`config.mk`:
```
export PLATFORM = sky130hd
export DESIGN_NAME = ibst_cell
export DESIGN_NICKNAME = d
export VERILOG_FILES = /design/src/hdl/ibst_pkg.sv /design/src/hdl/ibst_cell.sv
export SDC_FILE = /design/constraint.sdc
export NUM_CORES = 1
export LEC_CHECK = 0
export ABC_AREA = 1
export BUFFER_PORTS_ARGS = -buffer_cell sky130_fd_sc_hd__buf_2
export CAP_MARGIN = 20
export CELL_PAD_IN_SITES_DETAIL_PLACEMENT = 1
export CELL_PAD_IN_SITES_GLOBAL_PLACEMENT = 1
export CORE_ASPECT_RATIO = 0.6
export CORE_UTILIZATION = 42
export DETAILED_ROUTE_END_ITERATION = 10
export GPL_TIMING_DRIVEN = 0
export HOLD_SLACK_MARGIN = 0.08
export PLACE_DENSITY = 0.85
export SLEW_MARGIN = 0
export SYNTH_ARGS = -nofsm -noshare
export SYNTH_HDL_FRONTEND = slang
export SYNTH_SLANG_ARGS = --single-unit
```
`constraint.sdc`:
```
create_clock -name i_clk -period 3.45 [get_ports i_clk]
set_input_delay 0.69 -clock i_clk [delete_from_list [all_inputs] [get_ports i_clk]]
set_output_delay 0.69 -clock i_clk [all_outputs]
set_load 0.01 [all_outputs]
```
`src/hdl/ibst_pkg.sv`:
```
package ibst_pkg;

    // operation codes
    localparam logic OP_INSERT = 1'b0;
    localparam logic OP_SEARCH = 1'b1;

    // result status codes
    localparam logic [2:0] ST_INSERTED  = 3'd0;
    localparam logic [2:0] ST_DUPLICATE = 3'd1;
    localparam logic [2:0] ST_FULL      = 3'd2;
    localparam logic [2:0] ST_FOUND     = 3'd3;
    localparam logic [2:0] ST_NOT_FOUND = 3'd4;

    // position within a tree level; covers slot counts up to 65535
    localparam int POS_W  = 16;
    localparam int SLOT_W = 10;

    // work token handed from level to level
    typedef struct packed {
        logic              valid;
        logic              op;
        logic [31:0]       key;
        logic [POS_W-1:0]  pos;
        logic              done;
        logic [2:0]        status;
        logic [SLOT_W-1:0] slot;
    } t_token;

endpackage

```
`src/hdl/ibst_cell.sv`:
```
module ibst_cell #(
    parameter int SLOTS = 1024,
    parameter int LEVEL = 0
) (
    input  logic            i_clk,
    input  logic            i_rst_n,
    input  ibst_pkg::t_token i_tok,
    output ibst_pkg::t_token o_tok,
    output logic            o_clr_done
);
    localparam int BASE  = (1 << LEVEL) - 1;
    localparam int FULL  = 1 << LEVEL;
    localparam int DEPTH = ((SLOTS - BASE) < FULL) ? (SLOTS - BASE) : FULL;
    localparam int AW    = (DEPTH <= 1) ? 1 : $clog2(DEPTH);
    localparam logic [ibst_pkg::POS_W-1:0] BASE_V  = ibst_pkg::POS_W'(BASE);
    localparam logic [ibst_pkg::POS_W-1:0] DEPTH_V = ibst_pkg::POS_W'(DEPTH);
    localparam logic [AW:0] LAST_CLR = (AW+1)'(DEPTH - 1);

    // slots of this level
    logic [31:0] r_key_mem  [DEPTH];
    logic        r_used_mem [DEPTH];

    ibst_pkg::t_token r_tok, r_out, n_out;
    logic [31:0] r_rd_key;
    logic        r_rd_used;
    logic [AW:0] r_clr;
    logic        r_clr_busy;
    logic        wr_en;
    logic [ibst_pkg::POS_W-1:0] slot_num;
    logic        in_range, less;

    // occupancy sweep after reset
    always_ff @(posedge i_clk) begin
        if (!i_rst_n) begin
            r_clr      <= '0;
            r_clr_busy <= 1'b1;
        end else if (r_clr_busy) begin
            if (r_clr == LAST_CLR) begin
                r_clr_busy <= 1'b0;
            end
            r_clr <= r_clr + 1'b1;
        end
    end
    assign o_clr_done = !r_clr_busy;

    // memory read at token arrival, write at decision
    always_ff @(posedge i_clk) begin
        r_rd_key  <= r_key_mem[i_tok.pos[AW-1:0]];
        r_rd_used <= r_used_mem[i_tok.pos[AW-1:0]];
        if (r_clr_busy) begin
            r_used_mem[r_clr[AW-1:0]] <= 1'b0;
        end else if (wr_en) begin
            r_used_mem[r_tok.pos[AW-1:0]] <= 1'b1;
            r_key_mem[r_tok.pos[AW-1:0]]  <= r_tok.key;
        end
    end

    // token registers
    always_ff @(posedge i_clk) begin
        if (!i_rst_n) begin
            r_tok.valid <= 1'b0;
            r_out.valid <= 1'b0;
        end else begin
            r_tok.valid <= i_tok.valid;
            r_out.valid <= n_out.valid;
        end
        r_tok.op     <= i_tok.op;
        r_tok.key    <= i_tok.key;
        r_tok.pos    <= i_tok.pos;
        r_tok.done   <= i_tok.done;
        r_tok.status <= i_tok.status;
        r_tok.slot   <= i_tok.slot;
        r_out.op     <= n_out.op;
        r_out.key    <= n_out.key;
        r_out.pos    <= n_out.pos;
        r_out.done   <= n_out.done;
        r_out.status <= n_out.status;
        r_out.slot   <= n_out.slot;
    end

    // compare against the stored slot, then stop or step to a child
    always_comb begin
        in_range = r_tok.pos < DEPTH_V;
        less     = $signed(r_tok.key) < $signed(r_rd_key);
        slot_num = BASE_V + r_tok.pos;
        wr_en    = 1'b0;
        n_out    = r_tok;
        if (r_tok.valid && !r_tok.done) begin
            if (!in_range) begin
                n_out.done = 1'b1;
            end else if (!r_rd_used) begin
                n_out.done = 1'b1;
                if (r_tok.op == ibst_pkg::OP_INSERT) begin
                    wr_en        = 1'b1;
                    n_out.status = ibst_pkg::ST_INSERTED;
                    n_out.slot   = slot_num[ibst_pkg::SLOT_W-1:0];
                end
            end else if (r_tok.key == r_rd_key) begin
                n_out.done   = 1'b1;
                n_out.slot   = slot_num[ibst_pkg::SLOT_W-1:0];
                n_out.status = (r_tok.op == ibst_pkg::OP_SEARCH) ?
                               ibst_pkg::ST_FOUND : ibst_pkg::ST_DUPLICATE;
            end else begin
                n_out.pos = {r_tok.pos[ibst_pkg::POS_W-2:0], ~less};
            end
        end
    end

    assign o_tok = r_out;
endmodule

```
* After elaboration in Yosys (flattened, before gate mapping)
Memory sizes are Yosys's and may differ from the RTL's. A register that Yosys moved wholly into a read port is not among the register bits.
Cells that the tools add are included.
** Word-level totals
- Register bits after elaboration :: 131
- RAM bits :: 33
- Bits of input ports :: 66
- Output and inout bits :: 65
- Logic and storage cells :: 51
- Memories :: 2
** Memories
- r_key_mem :: words 1, bits a word 32, read ports 1, clocked after memory_dff 1, wr ports 1, line ibst_cell.sv:20 : logic [31:0] r_key_mem [DEPTH];
- r_used_mem :: words 1, bits a word 1, read ports 1, clocked after memory_dff 1, wr ports 1, line ibst_cell.sv:21 : logic r_used_mem [DEPTH];
** Cells by class
- $add $sub $neg :: 1
- $lt $le $gt $ge :: 2
- Equal/unequal tests :: 1
- Mux-type cells :: 23
- Bitwise gates (word level) :: 1
- Reduce and logical (&&, ||, !) cells :: 5
** Operators with widths (number)
- $mux W16 :: 3
- $eq A32 B32 Y1 :: 1
- $lt A32 B32 Y1 :: 1
- $mux W30 :: 1
- $mux W14 :: 2
- $mux W13 :: 2
- $lt A16 B1 Y1 const B :: 1
- $mux W1 :: 14
- $add A2 B1 Y2 const B :: 1
- $logic_not A1 Y1 :: 2
- $logic_not A2 Y1 :: 1
- $mux W2 :: 1
- $logic_and A1 B1 Y1 :: 1
- $not A1 Y1 :: 1
- $reduce_or A1 Y1 :: 1

* Logic depth before layout (Yosys ltp)
Gate-level depths: netlist (run 1).
- Depth in word-level cells :: 9
- Mapped depth :: 16
- Depth with buffers taken out :: 16

* Least setup slack after synthesis (run 1)
Ideal clock, no wire load.
- Path kind :: reg2reg
- From :: register r_tok[19] (netlist name)
- To :: memory r_used_mem[0] (data pin)
- Library setup time :: 474 ps
- Arrival time :: 2418 ps
- Data required time :: 2976 ps
- Setup slack :: 557 ps
- Stages on the path, launching flop included :: 9
- Buffers on the path :: 0
- Clock period less this slack :: 2893 ps
- Cell sequence :: dfxtp_1 -> inv_1 -> nand4_1 -> or2_1 -> nor2_4 -> nand2_4 -> clkinv_4 -> nand2_1 -> nor2_1
** Between the ends
- Word-level cells in the longest chain between the ends :: 8
** Ends and longest elaborated chain
- start, declared :: line ibst_cell.sv:23 : ibst_pkg::t_token r_tok, r_out, n_out;
- $lt A16 B1 Y1 :: line ibst_cell.sv:83 : in_range = r_tok.pos < DEPTH_V;
- $mux W1 :: line ibst_cell.sv:89 : if (!in_range) begin
- $mux W1 :: line ibst_cell.sv:88 : if (r_tok.valid && !r_tok.done) begin
- $mux W1 :: line ibst_cell.sv:52 : end else if (wr_en) begin
- $mux W1 :: line ibst_cell.sv:50 : if (r_clr_busy) begin
- $mux W1 (not written as such) :: line ibst_cell.sv:53 : r_used_mem[r_tok.pos[AW-1:0]] <= 1'b1;
- $reduce_or A1 Y1 (no line)
- $mux W1 (no line)
- end, declared :: line ibst_cell.sv:21
No other way between the ends.

* Worst setup path in the final report (run 1)
- From :: register r_tok[14] (netlist name)
- To :: memory r_key_mem[0][4], enable pin
** Between the ends
- Word-level cells in the longest chain between the ends :: 6
** Ends and longest elaborated chain
- $lt A16 B1 Y1 :: line ibst_cell.sv:83
- $mux W1 :: line ibst_cell.sv:89
- $mux W1 :: line ibst_cell.sv:88
- $mux W1 :: line ibst_cell.sv:52
- $mux W1 :: line ibst_cell.sv:50
- $mux W1 (not written as such) :: line ibst_cell.sv:54 : r_key_mem[r_tok.pos[AW-1:0]] <= r_tok.key;
- end, declared :: line ibst_cell.sv:20
No other way between the ends.

==> run summary, run 1 <==
The via count of the first global-routing pass came out at 3781. The number of rows in the core area is 32. With fillers left out, the area of the finished cells amounts to a little over 7000 um^2.

The overall die width came out at 152 um. The share of synthesized cell area in and, or, nand and nor gates came out at 7.18%. During synthesis, Yosys emitted a total of 0 warnings. The category of the most critical setup path is reg -> reg. At the later pin of the worst-skew pair, clock insertion delay measures approximately 0.42 ns. The wire length on met2 is around 5.7 mm. The count of non-filler cells in the finished layout came out at just under 800. The cell leakage power is around 0.0034 uW.

The number of setup violations in the final report came out at 0. The number of placed instances, taps included is between 700 and 800. Summed over all layers, the routed wires come to 11.8 mm.

The clock transition at the registers of the reported paths came out at roughly 0.07 ns. The total cell area at the placement stage came out at between 6000 and 7000 um^2. For the pin with the worst max-slew slack, the measured transition is between 0.5 and 0.6 ns. The post-synthesis net count is approximately 540. The average vias per placed instance came out at between 4 and 5. The net count of the finished layout came out at 691. Pin placement for this block handled 131 I/O pins. The delay of the slowest cell on the worst path is 0.47 ns. The post-route met1 wirelength came out at 5.59 mm. The count of different cell masters after synthesis is 27.

The analysis attributes to net switching a power of roughly 1000 uW. The register share of total power came out at between 50% and 60%. The half-perimeter wire length after detailed placement came out at between 8 and 9 mm. The number of levels the H-tree was split into is 4.

The final reports fail on DRC. The average wire length per cell after detail routing came out at 15.3 um. The area share of fa/ha/maj cells after synthesis is 7.27%. The clock sink count came out at between 150 and 200. The detailed router's first-iteration violation count came out at approximately 110. The required time at the worst-slack endpoint is approximately 3.6 ns. The most prevalent standard cell on the critical path is sky130_fd_sc_hd__nor2_4.

Summed over all nets, wire length on met3 after detailed routing comes to between 400 and 500 um. The highest layer touched by signal routing is met4. Setup repair after global routing left no endpoint under its margin. The total iterations of the first detailed-routing run is 7. In the routed design, unresolved DRC markers number 6. The final weighted congestion in routability-driven placement is roughly 0.75. The run finished, with violations left.

The number of port buffers came out at between 100 and 150. The critical path runs through a total of 9 cells. Dividing the synthesized area by the synthesized cell count gives approximately 13 um^2. The final route contains ~3500 vias.

The number of cells traversed by the worst register-to-register path came out at 9. Leaving out fill and tap cells, the most frequent cell in the layout is sky130_fd_sc_hd__dfxtp_1. The effective utilization at floorplan is between 40% and 50%. The remaining antenna violation count after routing came out at 0.

The worst path in the final design needs a cycle of between 2 and 2.5 ns, including I/O delays and setup. The worst clock skew is 0.0154 ns. The area growth from synthesis to layout is 26.0%.

The core box area came out at ~13000 um^2. The kind of start point of the critical path is a flip-flop. The final count of hold timing violations came to 0. The mux share of post-synthesis cell area came out at 0%. The share of the cycle needed by the critical path after routing is a little over two thirds. The fraction of layout instances using a drive strength above 1 came out at between 20% and 30%. The layout has roughly 1400 filler cells.

The worst max-slew margin expressed relative to the limit came out at 63.0%. The total internal power is around 3500 uW. The largest fanout on the critical path came out at 18. The buffer levels on the longest clock path is 2. The maximum number of pins on one net before global-route repair came out at 19. OpenSTA, run right after detailed placement, puts the worst setup slack at between 1 and 1.5 ns. The number of antenna cells inserted is 0.

Global routing used around 18% of the available tracks. The clock share of power is around two fifths. Based on the critical path, the design can be clocked at up to just over 400 MHz. The global-route wire length before repair came out at ~19 mm.

The number of antenna violations at the first check in global routing came to 0. The critical path arrival came out at approximately 2.5 ns. The post-synthesis instance total is around 440. The total clock buffers created by CTS came out at 17. The part of the Yosys area used for sequential elements is roughly 75%. The post-synthesis register bit count is a little under 200. The min-delay analysis places its worst path in the category reg -> reg.

Setup slack closes at 1.04 ns. Gates resized during post-CTS repair numbered 0. The maximum vdd ir drop is approximately 360 uV. The total congestion overflow is 0. The cell sitting at the root of the clock tree is a sky130_fd_sc_hd__clkbuf_16. Among all stages on the critical path, the largest delay is contributed by sky130_fd_sc_hd__nor2_4. STA classifies the critical path endpoint as a flip-flop. The critical path goes through inv_1, nand4_1, or2_1, nor2_4, nand2_4, clkinv_4, nand2_1, nor2_4, buf_16. The number of stages on the worst hold path is 0. Together, buffers and inverters on the worst path number 3. Of the total synthesized cell area, the portion taken by XOR and XNOR cells is 0%. The share of the synthesized area in compound gates (AO/OA/AOI/OAI) came out at about 4.9%. The number of hold buffers added after CTS is 0. Broken down by cell family, the worst path's largest delay share belongs to simple AND/OR/NAND/NOR gates.

The fraction of power spent switching nets came out at 22.4%. The number of pins with negative max-slew slack in the final report came out at 0. The total power divided by cell area came out at 639 nW/um^2. The combinational power share came out at 4.3%. The die height is slightly above 90 um. By area, the combinational part of the netlist is dominated by adder cells. The post-synth design cell area is roughly 5700 um^2. In the layout the commonest cells are sky130_fd_sc_hd__dfxtp_1 (164), sky130_fd_sc_hd__buf_2 (130), sky130_fd_sc_hd__inv_1 (58), sky130_fd_sc_hd__nand2_1 (38). The post-CTS repair timing setup buffer count is 0.

TritonCTS built the clock tree. The area of the die came out at 14000 um^2. The max-cap violation count is 0.
[metal layers]
metal	vias to the layer above	track usage (%)
met3	7	5.06
li1	1720	-
met2	77	31.0
met4	0	4.93
met5	-	0
met1	1672	22.9
[registers in the layout, summed over array words and instances (netlist names)]
name	cells
r_clr	2
o_tok	64
r_key_mem	32
r_tok	30
r_used_mem	1
r_rd_used	1
n_out	34
r_rd_key	32
r_clr_busy	1
[power by group through the flow]
stage	combinational, uW	sequential [uW]	clock [uW]
after floorplan	73.6	2530	0
after global placement	186	2510	0
after detailed placement	199	2520	0
after CTS	201	2470	1950
after global routing	221	2480	2050
final	198	2470	1910
[kinds of logic after synthesis]
family / after synthesis
flip-flops: 197
AO/OA/AOI/OAI: 46
AND/OR/NAND/NOR: 87
buffers and inverters: 79
adder cells (fa/ha/maj): 33
[cell type report]
class / instances / area (um^2) / area share (%)
sequential: 197 / 4270 / 59.7
multi-input combinational: 166 / 1110 / 15.4
clock inverter: 12 / 100 / 1.40
buffer: 18 / 75.1 / 1.05
timing repair buffer: 131 / 678 / 9.47
clock buffer: 20 / 479 / 6.69
inverter: 61 / 234 / 3.27
tap: 170 / 213 / 2.97
[stage by stage]
step | utilization (%) | setup TNS [ns] | hold slack (ns) | power (uW)
2_1_floorplan | - | 0 | 0.323 | 2600
3_3_place_gp | 50.3 | -17.94 | 0.323 | 2700
4_1_cts | 55.0 | 0 | 0.340 | 4620
5_1_grt | 55.0 | 0 | 0.342 | 4750
3_5_place_dp | 50.6 | 0 | 0.328 | 2720
6_report | 55.0 | 0 | 0.334 | 4570
[final timing paths]
kind | to | start | slack (ns)
setup / recovery | r_key_mem[0][4]$_DFFE_PP_ | r_tok[14]$_DFF_P_ | 1.04
hold / removal | r_rd_key[4]$_DFF_P_ | r_key_mem[0][4]$_DFFE_PP_ | 0.33
setup reg to reg | r_key_mem[0][4]$_DFFE_PP_ | r_tok[14]$_DFF_P_ | 1.04
hold reg to reg | r_rd_key[4]$_DFF_P_ | r_key_mem[0][4]$_DFFE_PP_ | 0.33
[Yosys cell counts]
| master | number | area [um^2] |
|---|---|---|
| sky130_fd_sc_hd__or2_1 | 1 | 6.26 |
| sky130_fd_sc_hd__ha_1 | 33 | 413 |
| sky130_fd_sc_hd__a21o_1 | 10 | 75.1 |
| sky130_fd_sc_hd__o21ai_0 | 5 | 25.0 |
| sky130_fd_sc_hd__buf_6 | 1 | 11.3 |
| sky130_fd_sc_hd__nor2_4 | 2 | 22.5 |
| sky130_fd_sc_hd__inv_1 | 58 | 218 |
| sky130_fd_sc_hd__a21oi_1 | 23 | 115 |
| sky130_fd_sc_hd__nor2_2 | 1 | 6.26 |
| sky130_fd_sc_hd__nand2_1 | 38 | 143 |
| sky130_fd_sc_hd__o21bai_1 | 1 | 7.51 |
| sky130_fd_sc_hd__a31o_2 | 1 | 8.76 |
| sky130_fd_sc_hd__clkinv_4 | 1 | 8.76 |
| sky130_fd_sc_hd__o21a_1 | 2 | 15.0 |
| sky130_fd_sc_hd__dfxtp_1 | 164 | 3280 |
| sky130_fd_sc_hd__nand2_4 | 2 | 22.5 |
| sky130_fd_sc_hd__a22o_1 | 2 | 17.5 |
| sky130_fd_sc_hd__edfxtp_1 | 33 | 991 |
| sky130_fd_sc_hd__clkbuf_1 | 17 | 63.8 |
| sky130_fd_sc_hd__a31o_1 | 1 | 8.76 |
| sky130_fd_sc_hd__o21ai_1 | 1 | 5.00 |
| sky130_fd_sc_hd__nor2_1 | 18 | 67.6 |
| sky130_fd_sc_hd__nand3_1 | 13 | 65.1 |
| sky130_fd_sc_hd__inv_2 | 2 | 7.51 |
| sky130_fd_sc_hd__nand2_2 | 3 | 18.8 |
| sky130_fd_sc_hd__nand4_1 | 8 | 50.1 |
| sky130_fd_sc_hd__and3_1 | 1 | 6.26 |
Power figures use the tool's default switching activity.
==> run 2: changes to the inputs <==
==> constraint.sdc (replaced) <==
create_clock -name i_clk -period 2.5 [get_ports i_clk]
set_input_delay 0.5 -clock i_clk [delete_from_list [all_inputs] [get_ports i_clk]]
set_output_delay 0.5 -clock i_clk [all_outputs]
set_load 0.01 [all_outputs]
==> run summary, run 2 (synthesized netlist as in run 1, its figures left out) <==
The number of rows in the core area is 32 (unchanged). The core box area came out at 13000 um^2 (unchanged). The number of levels the H-tree was split into is 4 (unchanged). The fraction of layout instances using a drive strength above 1 was 29.3% (was 29.1%).

The beginning of the critical path is r_tok[14]$_DFF_P_ (unchanged). The remaining antenna violation count after routing is 0 (unchanged). The most prevalent standard cell on the critical path is sky130_fd_sc_hd__nor2_4 (unchanged). The post-route met1 wirelength is 5.49 mm (was 5.59 mm). The total track usage is 17.9% (was 18.2%). Commonest cells after routing, fill and taps aside: sky130_fd_sc_hd__dfxtp_1 (164), sky130_fd_sc_hd__buf_2 (130), sky130_fd_sc_hd__inv_1 (58), sky130_fd_sc_hd__nand2_1 (38) (unchanged).

The net count of the finished layout was 693 (was 691). The average wire length per cell after detail routing came to 15.3 um (about the same). The maximum number of pins on one net before global-route repair is 20 (was 19). The clock insertion delay at the later pin of the skew report came to 0.41 ns (was 0.42 ns). The kind of start point of the critical path was a flip-flop (unchanged). The worst clock skew is 0.0180 ns (was 0.0154 ns). The buffer levels on the longest clock path was 2 (unchanged). The startpoint of the worst register-to-register path is r_tok[14]$_DFF_P_ (unchanged). The share of the cycle needed by the critical path after routing came out at 87.0% (was 69.8%). The category of the most critical setup path was reg -> reg (unchanged). The maximum vdd ir drop is 420 uV (was 363 uV). The worst hold margin is 0.181 ns (was 0.334 ns). The area of the die came out at 14000 um^2 (unchanged).

The highest clock rate came out at 460 MHz (was 415 MHz). The final count of hold timing violations is 0 (unchanged). Critical path cell sequence: inv_1, nand4_1, or2_1, nor2_4, nand2_4, clkinv_4, nand2_1, nor2_4, buf_4 (was inv_1, nand4_1, or2_1, nor2_4, nand2_4, clkinv_4, nand2_1, nor2_4, buf_16). The clock transition at the registers of the reported paths is 0.08 ns (was 0.07 ns). The met3 layer wire length in the routed design came out at 450 um (was 475 um). The cell leakage power is 0.00343 uW (was 0.00342 uW).

The number of port buffers is 130 (unchanged). The total congestion overflow came out at 0 (unchanged). The largest fanout on the critical path was 9 (was 18). The number of pins with negative max-slew slack in the final report is 0 (unchanged).

The count of unresolved DRC violations after routing came to 7 (was 6). The effective utilization at floorplan came out at 43.7% (unchanged). The number of antenna cells inserted came out at 0 (unchanged). RSZ-0062 raised after global routing: no (unchanged).

The overall power consumption came to 6300 uW (was 4570 uW). The worst max-slew margin expressed relative to the limit came out at 63.9% (was 63.0%). The wire length on met2 came to 5.90 mm (was 5.67 mm). The critical path arrival came out at 2.29 ns (was 2.53 ns). The total power divided by cell area came out at 879 nW/um^2 (was 639 nW/um^2).

The clock sink count is 197 (unchanged). The average vias per placed instance came out at 4.51 (was 4.49). The quantity of gates resized following cts came out at 0 (unchanged). The global-route wire length before repair came out at 19.2 mm (about the same). The detailed-route via count came out at 3501 (was 3476). The type of the tightest min-delay check is in -> reg (was reg -> reg). The number of flip-flops in the largest register came to 64 (unchanged). The startpoint of the worst hold path is i_tok[16] (was r_key_mem[0][4]$_DFFE_PP_). The overall die width was 152 um (unchanged). The setup TNS came out at 0 ns (unchanged).

The final wirelength came out at 11.9 mm (was 11.8 mm). Run status: finished, violations left (unchanged). The transition time at the pin with the least slew margin is 0.542 ns (was 0.554 ns). The shortest period the worst path allows is 2.17 ns (was 2.41 ns). The number of I/O pins is 131 (unchanged). The final weighted congestion in routability-driven placement was 0.727 (was 0.747).

The number of antenna violations at the first check in global routing is 0 (unchanged). The total clock buffers created by CTS is 17 (unchanged). The cell type of the slowest stage on the worst timing path is sky130_fd_sc_hd__dfxtp_1 (was sky130_fd_sc_hd__nor2_4). The clock tree from TritonCTS is yes (unchanged). The half-perimeter wire length after detailed placement is 8.69 mm (was 8.92 mm). The number of setup violations in the final report is 0 (unchanged). The max-cap violation count is 0 (unchanged). The via count of the first global-routing pass is 3900 (was 3781).

The required time at the worst-slack endpoint came out at 2.61 ns (was 3.57 ns). The most common library cell in the layout ignoring fill and taps is sky130_fd_sc_hd__dfxtp_1 (unchanged). The detailed router's first-iteration violation count is 105 (was 114). The library cell used as clock root buffer is sky130_fd_sc_hd__clkbuf_16 (unchanged). The total iterations of the first detailed-routing run came out at 8 (was 7). The die height is 92.1 um (unchanged). The highest layer used for signal routing is met4 (unchanged). The delay of the slowest cell on the worst path is 0.31 ns (was 0.47 ns). The nature of the critical path endpoint was a flip-flop (unchanged).

The area growth from synthesis to layout was 26.2% (was 26.0%). Failing checks: DRC (unchanged).
-- run 2: critical path: cells and delay by family (launching register included) --
family                 cells  cell delay [ns]
AND/OR/NAND/NOR            6             1.12
buffers and inverters      3             0.44
flip-flops                 1             0.31
-- run 2: metal layers --
| metal | GRT usage, % | vias up |
|---|---|---|
| met2 | 31.1 | 75 |
| met1 | 22.4 | 1696 |
| li1 | - | 1726 |
| met5 | 0 | - |
| met4 | 5.02 | 0 |
| met3 | 4.40 | 4 |
-- run 2: metrics by stage --
step | util [%] | instances | cell area (um^2) | setup slack [ns]
CTS | 55.0 | 775 | 7160 | 0.0137
global route | 55.1 | 777 | 7170 | 0.261
global placement | 50.3 | 742 | 6550 | -0.658
floorplan | - | 442 | 5680 | 0.194
finish | 55.1 | 777 | 7170 | 0.326
detailed placement | 50.6 | 743 | 6580 | 0.0282
-- run 2: worst paths after layout --
check             cells past startpoint                         end  slack, ns
setup / recovery                      9  r_key_mem[0][23]$_DFFE_PP_       0.33
hold / removal                        1           r_tok[16]$_DFF_P_       0.18
setup reg to reg                      9  r_key_mem[0][23]$_DFFE_PP_       0.33
hold reg to reg                       0         r_rd_key[2]$_DFF_P_       0.34
-- run 2: report_power, final --
part           switching [uW]  internal, uW  leakage, uW
Sequential               63.7          3340      0.00168
Clock                    1190          1440     0.000287
Combinational             148           128      0.00146
-- run 2: timing repair --
item | 4_1_cts | 5_1_grt
endpoints found under the setup margin | 0 | 18
hold buffers | 0 | 0
setup buffers | 0 | 2
endpoints found under the hold margin | 0 | 0
-- run 2: area by class of cell --
type	instances	area, um^2
clock inverters	13	134
repair buffers	133	693
multi-input cells	166	1110
clock buffers	19	443
plain buffers	18	75.1
inverters	61	234
fillers	1357	5840
flip-flops and latches	197	4270
well taps	170	213
==> run 3: changes to the inputs <==
==> constraint.sdc (replaced) <==
create_clock -name i_clk -period 2.5 [get_ports i_clk]
set_input_delay 0.25 -clock i_clk [delete_from_list [all_inputs] [get_ports i_clk]]
set_output_delay 0.25 -clock i_clk [all_outputs]
set_load 0.01 [all_outputs]
==> run summary, run 3 (synthesized netlist as in run 1, its figures left out) <==
The average vias per placed instance is 4.57 (was 4.51). The delay of the slowest cell on the worst path is 0.31 ns (about the same). The core box area is 13000 um^2 (unchanged). The nature of the critical path endpoint is a flip-flop (unchanged). RSZ-0062 raised after global routing: no (unchanged). The cell leakage power is 0.00370 uW (was 0.00343 uW). The type of the tightest min-delay check was reg -> reg (was in -> reg). The critical path arrival is 2.28 ns (was 2.29 ns). The number of antenna violations at the first check in global routing came to 0 (unchanged).

Commonest cells after routing, fill and taps aside: sky130_fd_sc_hd__dfxtp_1 (164), sky130_fd_sc_hd__buf_2 (130), sky130_fd_sc_hd__dlygate4sd3_1 (66), sky130_fd_sc_hd__inv_1 (58), sky130_fd_sc_hd__nand2_1 (38) (was sky130_fd_sc_hd__dfxtp_1 (164), sky130_fd_sc_hd__buf_2 (130), sky130_fd_sc_hd__inv_1 (58), sky130_fd_sc_hd__nand2_1 (38)). The number of flip-flops in the largest register was 64 (unchanged). The number of pins with negative max-slew slack in the final report is 0 (unchanged).

Critical path cell sequence: inv_1, nand4_1, or2_1, nor2_4, nand2_4, clkinv_4, nand2_1, nor2_4, buf_4 (unchanged). The overall power consumption came out at 6430 uW (was 6300 uW). The worst clock skew came to 0.0161 ns (was 0.0180 ns). The worst max-slew margin expressed relative to the limit is 61.7% (was 63.9%). The category of the most critical setup path was reg -> reg (unchanged). The most common library cell in the layout ignoring fill and taps is sky130_fd_sc_hd__dfxtp_1 (unchanged).

The via count of the first global-routing pass came out at 4283 (was 3900). The fraction of layout instances using a drive strength above 1 is 26.4% (was 29.3%). The number of rows in the core area was 32 (unchanged).

The half-perimeter wire length after detailed placement is 8.69 mm (unchanged). The required time at the worst-slack endpoint came out at 2.62 ns (was 2.61 ns). The overall die width is 152 um (unchanged).

The number of antenna cells inserted is 0 (unchanged). The largest fanout on the critical path is 9 (unchanged). The net count of the finished layout came out at 759 (was 693). The total power divided by cell area came out at 821 nW/um^2 (was 879 nW/um^2). The cell type of the slowest stage on the worst timing path is sky130_fd_sc_hd__dfxtp_1 (unchanged).

Failing checks: DRC (unchanged). Run status: finished, violations left (unchanged). The area growth from synthesis to layout came out at 37.9% (was 26.2%). The quantity of gates resized following cts is 0 (unchanged). The share of the cycle needed by the critical path after routing is 86.7% (was 87.0%).

The number of placed instances, taps included came out at 743 (unchanged). The number of levels the H-tree was split into came out at 4 (unchanged). The total track usage came out at 20.3% (was 17.9%). The area of the die came out at 14000 um^2 (unchanged). The clock sink count is 197 (unchanged). The count of non-filler cells in the finished layout came out at 843 (was 777). The maximum vdd ir drop is 427 uV (was 420 uV). The remaining antenna violation count after routing is 0 (unchanged).

The max-cap violation count was 0 (unchanged). The maximum number of pins on one net before global-route repair came out at 20 (unchanged). The detailed-route via count is 3854 (was 3501). The clock tree from TritonCTS is yes (unchanged). The clock insertion delay at the later pin of the skew report came to 0.41 ns (about the same). The kind of start point of the critical path is a flip-flop (unchanged).

The total congestion overflow is 0 (unchanged). The global-route wire length before repair is 21.5 mm (was 19.2 mm). The final count of hold timing violations came to 0 (unchanged).

The transition time at the pin with the least slew margin was 0.574 ns (was 0.542 ns). The number of setup violations in the final report came out at 0 (unchanged). The average wire length per cell after detail routing was 16.2 um (was 15.3 um). The shortest period the worst path allows is 2.17 ns (about the same). The total iterations of the first detailed-routing run is 9 (was 8).

The buffer levels on the longest clock path is 2 (unchanged). The detailed router's first-iteration violation count is 133 (was 105). The most prevalent standard cell on the critical path is sky130_fd_sc_hd__nor2_4 (unchanged).

The count of unresolved DRC violations after routing came to 8 (was 7). The total clock buffers created by CTS came out at 17 (unchanged). The highest clock rate came to 462 MHz (was 460 MHz). The number of port buffers came out at 130 (unchanged). The number of I/O pins came out at 131 (unchanged). The effective utilization at floorplan came out at 43.7% (unchanged).

The die height came out at 92.1 um (unchanged). The library cell used as clock root buffer is sky130_fd_sc_hd__clkbuf_16 (unchanged). The final wirelength came to 13.6 mm (was 11.9 mm). The clock transition at the registers of the reported paths came out at 0.07 ns (was 0.08 ns). The final weighted congestion in routability-driven placement is 0.727 (unchanged).
-- run 3: path summary, 6_finish.rpt --
path	cells after the start	slack, ns	startpoint	endpoint
worst min-delay path	0	0.34	r_key_mem[0][2]$_DFFE_PP_	r_rd_key[2]$_DFF_P_
worst min register to register	0	0.34	r_key_mem[0][2]$_DFFE_PP_	r_rd_key[2]$_DFF_P_
worst max register to register	9	0.33	r_tok[14]$_DFF_P_	r_key_mem[0][21]$_DFFE_PP_
worst max-delay path	9	0.33	r_tok[14]$_DFF_P_	r_key_mem[0][21]$_DFFE_PP_
-- run 3: critical path: cells and delay by family, from the launching register on --
| kind | cells | cell delay [ns] |
|---|---|---|
| buffers and inverters | 3 | 0.47 |
| DFF | 1 | 0.31 |
| and+or+nand+nor | 6 | 1.10 |
-- run 3: final cells by class --
cell class,count,area (um^2)
buffer,18,75.1
clock inverter,13,134
inverter,61,234
clock buffer,19,443
timing repair buffer,199,1350
multi-input combinational,166,1110
fill,1319,5180
tap,170,213
sequential,197,4270
-- run 3: power by group --
group          total [uW]  leakage [uW]  switching, uW  internal, uW
Clock                2650      0.000287           1220          1440
Sequential           3410       0.00168           67.0          3340
Combinational         367       0.00173            171           196
-- run 3: metal layers --
layer	track usage, %	share of wire (%)	wire, um	vias to the layer above
met5	0.733	0	0	-
met4	7.06	1.2	169	0
met3	4.11	3.2	438	12
met2	36.6	51	7000	86
met1	24.0	44	6030	1899
li1	-	-	-	1857
-- run 3: per-stage QoR --
stage / hold WS, ns / setup TNS [ns] / setup WS (ns) / area [um^2] / util (%)
2_1_floorplan: 0.278 / 0 / 0.194 / 5680 / -
3_3_place_gp: 0.324 / -20.27 / -0.658 / 6550 / 50.3
3_5_place_dp: 0.329 / 0 / 0.0282 / 6580 / 50.6
4_1_cts: 0.343 / 0 / 0.0137 / 7820 / 60.1
5_1_grt: 0.349 / 0 / 0.292 / 7830 / 60.2
6_report: 0.340 / 0 / 0.333 / 7830 / 60.2
-- run 3: what timing repair did --
action | CTS | global route
setup endpoints to repair | 0 | 18
hold buffers | 66 | 0
buffers inserted | 0 | 2
hold endpoints to repair | 66 | 0
